[config.mk]
export PLATFORM = sky130hd
export DESIGN_NAME = box_blur_row_filter_core_flat
export DESIGN_NICKNAME = d
export VERILOG_FILES = /design/src/rtl/core/bbrf_pkg.sv /design/src/rtl/core/bbrf_req_if.sv /design/src/rtl/core/bbrf_rsp_if.sv /design/src/rtl/core/bbrf_ctrl.sv /design/src/rtl/core/bbrf_datapath.sv /design/src/rtl/core/box_blur_row_filter_core.sv /design/src/flat_wrapper.sv
export SDC_FILE = /design/constraint.sdc
export NUM_CORES = 2
export LEC_CHECK = 0
export BUFFER_PORTS_ARGS = -buffer_cell sky130_fd_sc_hd__buf_4
export CAP_MARGIN = 20
export CELL_PAD_IN_SITES_DETAIL_PLACEMENT = 0
export CELL_PAD_IN_SITES_GLOBAL_PLACEMENT = 1
export CORE_UTILIZATION = 30
export CTS_CLUSTER_SIZE = 25
export DETAILED_ROUTE_END_ITERATION = 8
export HOLD_SLACK_MARGIN = 0.12
export PLACE_DENSITY_LB_ADDON = 0.25
export SKIP_CTS_REPAIR_TIMING = 1
export SLEW_MARGIN = 20
export SYNTH_ARGS = -nofsm -noshare
export SYNTH_HDL_FRONTEND = slang
export SYNTH_SLANG_ARGS = --single-unit
export TNS_END_PERCENT = 1
[constraint.sdc]
create_clock -name clock -period 8.25 [get_ports clock]
set_input_delay 0.825 -clock clock [delete_from_list [all_inputs] [get_ports clock]]
set_output_delay 0.825 -clock clock [all_outputs]
set_load 0.005 [all_outputs]
[src/rtl/core/bbrf_pkg.sv]
// ----------------------------------------------------------------------------
// bbrf_pkg
// Shared constants and control types of the box blur row filter.
// ----------------------------------------------------------------------------
package bbrf_pkg;

   localparam int MAX_RADIUS    = 31;
   localparam int MAX_ROW_WIDTH = 4096;
   localparam int LANES         = 4;
   localparam int HIST_DEPTH    = 64;
   localparam int HIST_AW       = 6;
   localparam int POS_W         = 13;
   localparam int SUM_W         = 14;
   localparam int RESULTS_MAX   = 32;

   localparam logic CSR_RADIUS        = 1'b0;
   localparam logic CSR_FOUR_CHANNELS = 1'b1;

   typedef struct packed {
      logic accept;
      logic finish;
      logic start_out;
      logic sum_step;
      logic div_start;
      logic div_step;
      logic load_out;
      logic out_taken;
   } bbrf_cmd_type;

   typedef struct packed {
      logic have_x;
      logic sum_done;
      logic div_done;
   } bbrf_stat_type;

endpackage

[src/rtl/core/bbrf_req_if.sv]
// ----------------------------------------------------------------------------
// bbrf_req_if
// Input pixel channel: valid, ready and one pixel with its row flag.
// ----------------------------------------------------------------------------
interface bbrf_req_if;
   logic       valid;
   logic       ready;
   logic [7:0] chan0_in;
   logic [7:0] chan1_in;
   logic [7:0] chan2_in;
   logic [7:0] chan3_in;
   logic       row_last_in;

   modport source (output valid, chan0_in, chan1_in, chan2_in, chan3_in, row_last_in,
                   input ready);
   modport sink   (input valid, chan0_in, chan1_in, chan2_in, chan3_in, row_last_in,
                   output ready);
endinterface

[src/rtl/core/bbrf_rsp_if.sv]
// ----------------------------------------------------------------------------
// bbrf_rsp_if
// Result channel: valid, ready and one blurred pixel with its flags.
// ----------------------------------------------------------------------------
interface bbrf_rsp_if;
   logic       valid;
   logic       ready;
   logic [7:0] chan0_out;
   logic [7:0] chan1_out;
   logic [7:0] chan2_out;
   logic [7:0] chan3_out;
   logic       run_last;
   logic       row_end_out;

   modport source (output valid, chan0_out, chan1_out, chan2_out, chan3_out, run_last,
                   row_end_out, input ready);
   modport sink   (input valid, chan0_out, chan1_out, chan2_out, chan3_out, run_last,
                   row_end_out, output ready);
endinterface

[src/rtl/core/bbrf_ctrl.sv]
// ----------------------------------------------------------------------------
// bbrf_ctrl
// Sequencer: accepts a pixel, then walks every due output through window
// summation, division and delivery.
// ----------------------------------------------------------------------------
module bbrf_ctrl
   import bbrf_pkg::*;
(
   input  logic          clock,
   input  logic          reset,
   input  logic          req_valid,
   output logic          req_ready,
   output logic          rsp_valid,
   input  logic          rsp_ready,
   input  bbrf_stat_type stat,
   output bbrf_cmd_type  cmd
);

   localparam logic [2:0] ST_IDLE  = 3'd0;
   localparam logic [2:0] ST_CHECK = 3'd1;
   localparam logic [2:0] ST_SUM   = 3'd2;
   localparam logic [2:0] ST_DIV   = 3'd3;
   localparam logic [2:0] ST_OUT   = 3'd4;

   logic [2:0] state_ff, state_in;

   always_comb begin
      state_in = state_ff;
      cmd      = '0;
      unique case (state_ff)
         ST_IDLE: begin
            if (req_valid) begin
               cmd.accept = 1'b1;
               state_in   = ST_CHECK;
            end
         end
         ST_CHECK: begin
            if (stat.have_x) begin
               cmd.start_out = 1'b1;
               state_in      = ST_SUM;
            end else begin
               cmd.finish = 1'b1;
               state_in   = ST_IDLE;
            end
         end
         ST_SUM: begin
            if (stat.sum_done) begin
               cmd.div_start = 1'b1;
               state_in      = ST_DIV;
            end else begin
               cmd.sum_step = 1'b1;
            end
         end
         ST_DIV: begin
            if (stat.div_done) begin
               cmd.load_out = 1'b1;
               state_in     = ST_OUT;
            end else begin
               cmd.div_step = 1'b1;
            end
         end
         ST_OUT: begin
            if (rsp_ready) begin
               cmd.out_taken = 1'b1;
               state_in      = ST_CHECK;
            end
         end
         default: state_in = ST_IDLE;
      endcase
   end

   assign req_ready = (state_ff == ST_IDLE);
   assign rsp_valid = (state_ff == ST_OUT);

   always_ff @(posedge clock) begin
      if (reset) begin
         state_ff <= ST_IDLE;
      end else begin
         state_ff <= state_in;
      end
   end

endmodule

[src/rtl/core/bbrf_datapath.sv]
// ----------------------------------------------------------------------------
// bbrf_datapath
// Pixel history memory, row counters, window accumulators, per-lane
// restoring divider and the result register.
// ----------------------------------------------------------------------------
module bbrf_datapath
   import bbrf_pkg::*;
(
   input  logic          clock,
   input  logic          reset,
   input  bbrf_cmd_type  cmd,
   output bbrf_stat_type stat,
   input  logic          csr_we,
   input  logic          csr_index,
   input  logic [4:0]    csr_wdata,
   input  logic [7:0]    pix0,
   input  logic [7:0]    pix1,
   input  logic [7:0]    pix2,
   input  logic [7:0]    pix3,
   input  logic          row_last,
   output logic [7:0]    out0,
   output logic [7:0]    out1,
   output logic [7:0]    out2,
   output logic [7:0]    out3,
   output logic          out_run_last,
   output logic          out_row_end
);

   logic [4:0]       radius_ff;
   logic             four_ff;
   logic [31:0]      hist [HIST_DEPTH];
   logic [31:0]      rd_ff;
   logic [31:0]      first_ff;
   logic             use_first_ff;
   logic             pend_ff;
   logic [POS_W-1:0] pos_ff, emit_ff, p_ff, x_ff;
   logic             last_ff;
   logic [5:0]       n_ff;
   logic [6:0]       k_ff;
   logic [SUM_W-1:0] acc_ff [LANES];
   logic [SUM_W-1:0] num_ff [LANES];
   logic [5:0]       rem_ff [LANES];
   logic [7:0]       quo_ff [LANES];
   logic [3:0]       cnt_ff;
   logic [7:0]       o_ff [LANES];
   logic             run_last_ff, row_end_ff;

   logic [31:0]         pix;
   logic [5:0]          dia;
   logic signed [14:0]  target, xs, idx;
   logic [POS_W-1:0]    sel;
   logic                more;

   assign dia = {radius_ff, 1'b1};
   assign pix = four_ff ? {pix3, pix2, pix1, pix0} : {24'd0, pix0};
   assign xs  = $signed({2'b00, x_ff});
   assign target = last_ff ? $signed({2'b00, p_ff})
                           : $signed({2'b00, p_ff}) - $signed({10'd0, radius_ff});
   assign idx = xs - $signed({10'd0, radius_ff}) + $signed({8'd0, k_ff});

   always_comb begin
      if (idx > $signed({2'b00, p_ff})) begin
         sel = p_ff;
      end else begin
         sel = idx[POS_W-1:0];
      end
   end

   assign stat.have_x   = (xs <= target) && (n_ff < 6'(RESULTS_MAX));
   assign stat.sum_done = (k_ff == {1'b0, dia}) && !pend_ff;
   assign stat.div_done = (cnt_ff == 4'd0);
   assign more = (xs + 15'sd1 <= target) && (n_ff < 6'(RESULTS_MAX - 1));

   always_ff @(posedge clock) begin
      if (reset) begin
         radius_ff <= 5'd1;
         four_ff   <= 1'b1;
      end else if (csr_we) begin
         unique case (csr_index)
            CSR_RADIUS:        radius_ff <= csr_wdata;
            CSR_FOUR_CHANNELS: four_ff   <= csr_wdata[0];
            default: ;
         endcase
      end
   end

   // History memory: written on accept, read during window summation.
   always_ff @(posedge clock) begin
      if (cmd.accept) begin
         hist[pos_ff[HIST_AW-1:0]] <= pix;
      end
      rd_ff <= hist[sel[HIST_AW-1:0]];
   end

   always_ff @(posedge clock) begin
      if (reset) begin
         pos_ff  <= '0;
         emit_ff <= '0;
         pend_ff <= 1'b0;
      end else begin
         if (cmd.finish) begin
            if (last_ff) begin
               pos_ff  <= '0;
               emit_ff <= '0;
            end else begin
               pos_ff <= pos_ff + 13'd1;
               if (x_ff > emit_ff) begin
                  emit_ff <= x_ff;
               end
            end
         end
         pend_ff <= cmd.sum_step && (k_ff < {1'b0, dia});
      end
   end

   always_ff @(posedge clock) begin
      if (cmd.accept) begin
         if (pos_ff == '0) begin
            first_ff <= pix;
         end
         p_ff    <= pos_ff;
         last_ff <= row_last || (pos_ff >= 13'(MAX_ROW_WIDTH - 1));
         x_ff    <= emit_ff;
         n_ff    <= '0;
      end
      if (cmd.out_taken) begin
         x_ff <= x_ff + 13'd1;
         n_ff <= n_ff + 6'd1;
      end
      if (cmd.start_out) begin
         k_ff <= '0;
      end else if (cmd.sum_step && (k_ff < {1'b0, dia})) begin
         k_ff <= k_ff + 7'd1;
      end
      use_first_ff <= (idx <= 15'sd0);
      if (cmd.div_start) begin
         cnt_ff <= 4'(SUM_W);
      end else if (cmd.div_step) begin
         cnt_ff <= cnt_ff - 4'd1;
      end
      if (cmd.load_out) begin
         run_last_ff <= !more;
         row_end_ff  <= last_ff && (x_ff == p_ff);
      end
   end

   for (genvar l = 0; l < LANES; l++) begin : g_lane
      logic [7:0] byte_v;
      logic [6:0] trial;
      assign byte_v = use_first_ff ? first_ff[8*l +: 8] : rd_ff[8*l +: 8];
      assign trial  = {rem_ff[l], num_ff[l][SUM_W-1]};

      always_ff @(posedge clock) begin
         if (cmd.start_out) begin
            acc_ff[l] <= '0;
         end else if (pend_ff) begin
            acc_ff[l] <= acc_ff[l] + {6'd0, byte_v};
         end
         if (cmd.div_start) begin
            num_ff[l] <= acc_ff[l] + {9'd0, radius_ff};
            rem_ff[l] <= '0;
            quo_ff[l] <= '0;
         end else if (cmd.div_step) begin
            num_ff[l] <= {num_ff[l][SUM_W-2:0], 1'b0};
            if (trial >= {1'b0, dia}) begin
               rem_ff[l] <= 6'(trial - {1'b0, dia});
               quo_ff[l] <= {quo_ff[l][6:0], 1'b1};
            end else begin
               rem_ff[l] <= trial[5:0];
               quo_ff[l] <= {quo_ff[l][6:0], 1'b0};
            end
         end
         if (cmd.load_out) begin
            o_ff[l] <= quo_ff[l];
         end
      end
   end

   assign out0         = o_ff[0];
   assign out1         = o_ff[1];
   assign out2         = o_ff[2];
   assign out3         = o_ff[3];
   assign out_run_last = run_last_ff;
   assign out_row_end  = row_end_ff;

endmodule

[src/rtl/core/box_blur_row_filter_core.sv]
// ----------------------------------------------------------------------------
// box_blur_row_filter_core
// One-dimensional box blur of a pixel row, one or four byte channels.
// ----------------------------------------------------------------------------
// Pixels enter on req_ch in row order; row_last_in flags the final pixel.
// Each accepted pixel may release zero to 32 blurred pixels on rsp_ch, the
// last of them marked by run_last; row_end_out marks the row's final output.
// Output x is released when pixel x+r arrives, the rest at the row end.
// Radius and channel mode are written through csr_we/csr_index/csr_wdata;
// the user must write them only while the block is idle, which the block leaves unchecked.
// One item is processed at a time. Per result, a check state is followed by
// window summation (2r+1 reads of the single history memory port, then
// taking in the last read and closing), then the restoring divider, then
// the result register until the result is taken. The next input item
// is accepted once the last result of the current one has been taken.
// If the receiver stalls, the result register and all state simply hold.
// Reset sets radius 1, four channels, and clears the row counters; the
// history memory needs no clearing.
// ----------------------------------------------------------------------------
module box_blur_row_filter_core
   import bbrf_pkg::*;
(
   input  logic       clock,
   input  logic       reset,
   bbrf_req_if.sink   req_ch,
   bbrf_rsp_if.source rsp_ch,
   input  logic       csr_we,
   input  logic       csr_index,
   input  logic [4:0] csr_wdata
);

   bbrf_cmd_type  cmd;
   bbrf_stat_type stat;

   bbrf_ctrl u_ctrl (
      .clock     (clock),
      .reset     (reset),
      .req_valid (req_ch.valid),
      .req_ready (req_ch.ready),
      .rsp_valid (rsp_ch.valid),
      .rsp_ready (rsp_ch.ready),
      .stat      (stat),
      .cmd       (cmd)
   );

   bbrf_datapath u_dp (
      .clock        (clock),
      .reset        (reset),
      .cmd          (cmd),
      .stat         (stat),
      .csr_we       (csr_we),
      .csr_index    (csr_index),
      .csr_wdata    (csr_wdata),
      .pix0         (req_ch.chan0_in),
      .pix1         (req_ch.chan1_in),
      .pix2         (req_ch.chan2_in),
      .pix3         (req_ch.chan3_in),
      .row_last     (req_ch.row_last_in),
      .out0         (rsp_ch.chan0_out),
      .out1         (rsp_ch.chan1_out),
      .out2         (rsp_ch.chan2_out),
      .out3         (rsp_ch.chan3_out),
      .out_run_last (rsp_ch.run_last),
      .out_row_end  (rsp_ch.row_end_out)
   );

endmodule
[src/flat_wrapper.sv]
// flat-port wrapper written by rule: the top's interface ports become plain ports
module box_blur_row_filter_core_flat import bbrf_pkg::*;
  (clock, reset, csr_we, csr_index, csr_wdata, req_ch_valid, req_ch_chan0_in, req_ch_chan1_in, req_ch_chan2_in, req_ch_chan3_in, req_ch_row_last_in, req_ch_ready, rsp_ch_valid, rsp_ch_chan0_out, rsp_ch_chan1_out, rsp_ch_chan2_out, rsp_ch_chan3_out, rsp_ch_run_last, rsp_ch_row_end_out, rsp_ch_ready);
  bbrf_req_if req_ch_i ();
  bbrf_rsp_if rsp_ch_i ();
  input  logic clock;
  input  logic reset;
  input  logic csr_we;
  input  logic csr_index;
  input  logic [4:0] csr_wdata;
  input wire logic [$bits(req_ch_i.valid)-1:0] req_ch_valid;
  input wire logic [$bits(req_ch_i.chan0_in)-1:0] req_ch_chan0_in;
  input wire logic [$bits(req_ch_i.chan1_in)-1:0] req_ch_chan1_in;
  input wire logic [$bits(req_ch_i.chan2_in)-1:0] req_ch_chan2_in;
  input wire logic [$bits(req_ch_i.chan3_in)-1:0] req_ch_chan3_in;
  input wire logic [$bits(req_ch_i.row_last_in)-1:0] req_ch_row_last_in;
  output wire logic [$bits(req_ch_i.ready)-1:0] req_ch_ready;
  output wire logic [$bits(rsp_ch_i.valid)-1:0] rsp_ch_valid;
  output wire logic [$bits(rsp_ch_i.chan0_out)-1:0] rsp_ch_chan0_out;
  output wire logic [$bits(rsp_ch_i.chan1_out)-1:0] rsp_ch_chan1_out;
  output wire logic [$bits(rsp_ch_i.chan2_out)-1:0] rsp_ch_chan2_out;
  output wire logic [$bits(rsp_ch_i.chan3_out)-1:0] rsp_ch_chan3_out;
  output wire logic [$bits(rsp_ch_i.run_last)-1:0] rsp_ch_run_last;
  output wire logic [$bits(rsp_ch_i.row_end_out)-1:0] rsp_ch_row_end_out;
  input wire logic [$bits(rsp_ch_i.ready)-1:0] rsp_ch_ready;
  assign req_ch_i.valid = req_ch_valid;
  assign req_ch_i.chan0_in = req_ch_chan0_in;
  assign req_ch_i.chan1_in = req_ch_chan1_in;
  assign req_ch_i.chan2_in = req_ch_chan2_in;
  assign req_ch_i.chan3_in = req_ch_chan3_in;
  assign req_ch_i.row_last_in = req_ch_row_last_in;
  assign req_ch_ready = req_ch_i.ready;
  assign rsp_ch_valid = rsp_ch_i.valid;
  assign rsp_ch_chan0_out = rsp_ch_i.chan0_out;
  assign rsp_ch_chan1_out = rsp_ch_i.chan1_out;
  assign rsp_ch_chan2_out = rsp_ch_i.chan2_out;
  assign rsp_ch_chan3_out = rsp_ch_i.chan3_out;
  assign rsp_ch_run_last = rsp_ch_i.run_last;
  assign rsp_ch_row_end_out = rsp_ch_i.row_end_out;
  assign rsp_ch_i.ready = rsp_ch_ready;
  box_blur_row_filter_core u_core (.clock(clock), .reset(reset), .req_ch(req_ch_i), .rsp_ch(rsp_ch_i), .csr_we(csr_we), .csr_index(csr_index), .csr_wdata(csr_wdata));
endmodule
==> out/metrics.csv <==
metric,value,unit
outcome,"finished, final reports clean",
htree_num_levels,5,
ys_ff_latch,2395,
syn_nets,7659,
ys_types,84,
clockRootBuffer,clkbuf_16,
rsz0062_at_grt,yes,
synthesis.area,102000,µm²
synth-edff-count,2314,
start_kind,flip-flop,
placeableCoreArea,337000,µm²
cts_tree,yes,
dpl.hpwl,228000,µm
wl_per_cell,29.6,µm
max_cap_violations,0,
tightest_slew,1.26,ns
place_inst,12012,
multi_input_area,28800,µm²
relSlewSlack,15.8,%
start_util,30.2,%
globalRouteTotalUtil,21.2,%
portBuffers,79,
period_needed,8.04,ns
postPlaceCellArea,111000,µm²
finClkSkew,0.0806,ns
grt_max_degree,94,
crit_family,simple AND/OR/NAND/NOR gates,
layout_common_cells,"edfxtp_1, nand2_1, nand3_1",
die_w,584,µm
pin_count,80,
crit_type,flip-flop to flip-flop,
gr-total-overflow,0,
avgSynthCellArea,13.7,µm²
ir_drop,194,µV
fmax,124,MHz
setup_violations,0,
area_growth,18.3,%
critPathMaxFanout,30,
antenna_found_initial,43,
final_nets,8000,
drtAntennaViolNets,0,
grt_pass1_wl,516000,µm
worstSkewPairLatency,0.93,ns
cpMostUsedCell,buf_4,
regArea,71100,µm²
fillers,32392,
finalHoldViolations,0,
instances_no_fill,12560,
crit_slowest_cell,or4b_4,
drt_wl_total,371000,µm
ys_seq_area_share,69.9,%
layout_commonest_cell,edfxtp_1,
path_buf_inv,6,
grt_pass1_vias,65741,
gp_congestion,0.874,
cp_data_required_time,8.82,ns
final_area,120000,µm²
crit_arrival,8.61,ns
dr.pass1.iters,6,
clk_pin_slew,0.06,ns
max_stage_delay,0.67,ns
power_per_cell_area,321,nW/µm²
first_iter_violations,7998,
hold_path_class,input pin to flip-flop,
p_leak,0.0402,µW
synth_cells,7440,
async_flop_share,0,%
via_per_inst,5.42,
synth_flop_cell,edfxtp_1,
clockBufferDepth,4,
slew_viol_final,0,
cts_sinks,2395,
chipHeight,584,µm
numCtsBuffers,276,
ys_warn_count,0,
tns,0,ns
drc,0,
num_rows,213,
dr_total_vias,68026,
utilization,35.7,%
critPathCaptureType,flip-flop,
fin_crit_sh,97.5,%
die-area,341000,µm²
drive_gt1_share,15.3,%
## cells in the mapped netlist (113+ instances only)
cell type | number | area (µm²)
o21ai_0 | 477 | 2390
o22ai_1 | 127 | 795
nand2_1 | 685 | 2570
nand4_1 | 113 | 707
nand3_1 | 672 | 3360
nor2_1 | 276 | 1040
xnor2_1 | 119 | 1040
edfxtp_1 | 2314 | 69500
a21oi_1 | 274 | 1370
clkbuf_1 | 341 | 1280
inv_1 | 132 | 495
a211oi_1 | 154 | 1160
ha_1 | 160 | 2000
mux2i_1 | 271 | 2710
a31oi_1 | 115 | 719
## layer usage
layer,up-vias,share of wire (%),GRT usage [%]
li1,29425,-,-
met1,35162,42,29.0
met2,2864,47,34.5
met3,559,7.7,3.49
met4,16,3.0,6.27
met5,-,0.030,0
## power by group
part           internal, µW  switching [µW]
combinational          4270            8300
sequential            13700             314
clock                  6910            5160
total                 24800           13800
## kinds of logic after synthesis
family                   Yosys count  synth area share [%]
AND/OR/NAND/NOR                 2150                  10.2
buffers and inverters            634                  2.52
flip-flops                      2395                  69.9
AO/OA/AOI/OAI                   1546                  9.62
XOR/XNOR                         175                  1.51
adder cells (fa/ha/maj)          175                  2.26
multiplexers                     365                  4.01
## cell type report
class | count | share of cell area [%]
multi-input cells | 4411 | 24.0
diodes | 47 | 0.0978
clock buffers | 361 | 6.18
clock inverters | 134 | 1.11
inverters | 133 | 0.415
flip-flops and latches | 2395 | 59.1
well taps | 4515 | 4.70
repair buffers | 564 | 4.41
## worst register-to-register path, delay by kind of cell, from the launching register on
family          cells  cell delay (ns)
simple gates       11             3.60
compound gates      8             1.18
buf+inv             6             1.16
fa+ha+maj           3             1.14
flops               1             0.34
xor+xnor            2             0.31
## worst paths after layout
kind         cells past startpoint                          startpoint                                to  slack (ns)
max                             30       u_core.u_dp.x_ff[1]$_DFFE_PP_     u_core.u_dp.rd_ff[17]$_DFF_P_        0.21
min                              2                              csr_we  u_core.u_dp.four_ff$_SDFFE_PP1P_        0.23
max reg2reg                     30       u_core.u_dp.x_ff[1]$_DFFE_PP_     u_core.u_dp.rd_ff[17]$_DFF_P_        0.21
min reg2reg                      0  u_core.u_dp.quo_ff[1][7]$_DFFE_PP_  u_core.u_dp.o_ff[1][7]$_DFFE_PP_        0.42
## sequential cells by signal, indices dropped and copies added (netlist names), 3 cells and up
signal                  count
u_core.u_dp.hist         2048
u_core.u_dp.acc_ff         56
u_core.u_dp.num_ff         56
u_core.u_dp.first_ff       32
u_core.u_dp.o_ff           32
u_core.u_dp.quo_ff         32
u_core.u_dp.rd_ff          32
u_core.u_dp.rem_ff         24
u_core.u_dp.emit_ff        13
u_core.u_dp.p_ff           13
u_core.u_dp.pos_ff         13
u_core.u_dp.x_ff           13
u_core.u_dp.k_ff            7
u_core.u_dp.n_ff            6
u_core.u_dp.radius_ff       5
u_core.u_dp.cnt_ff          4
u_core.u_ctrl.state_ff      3
## metrics by stage
| step | setup WS, ns | hold WS [ns] | power, µW |
|---|---|---|---|
| floorplan | 0.630 | 0.400 | 20500 |
| global route | -0.135 | 0.203 | 39900 |
| finish | 0.209 | 0.232 | 38600 |
| global placement | -0.425 | 0.407 | 26600 |
| detailed placement | -0.309 | 0.409 | 26600 |
| CTS | -0.301 | 0.0831 | 38700 |
Power figures use the tool's default switching activity.
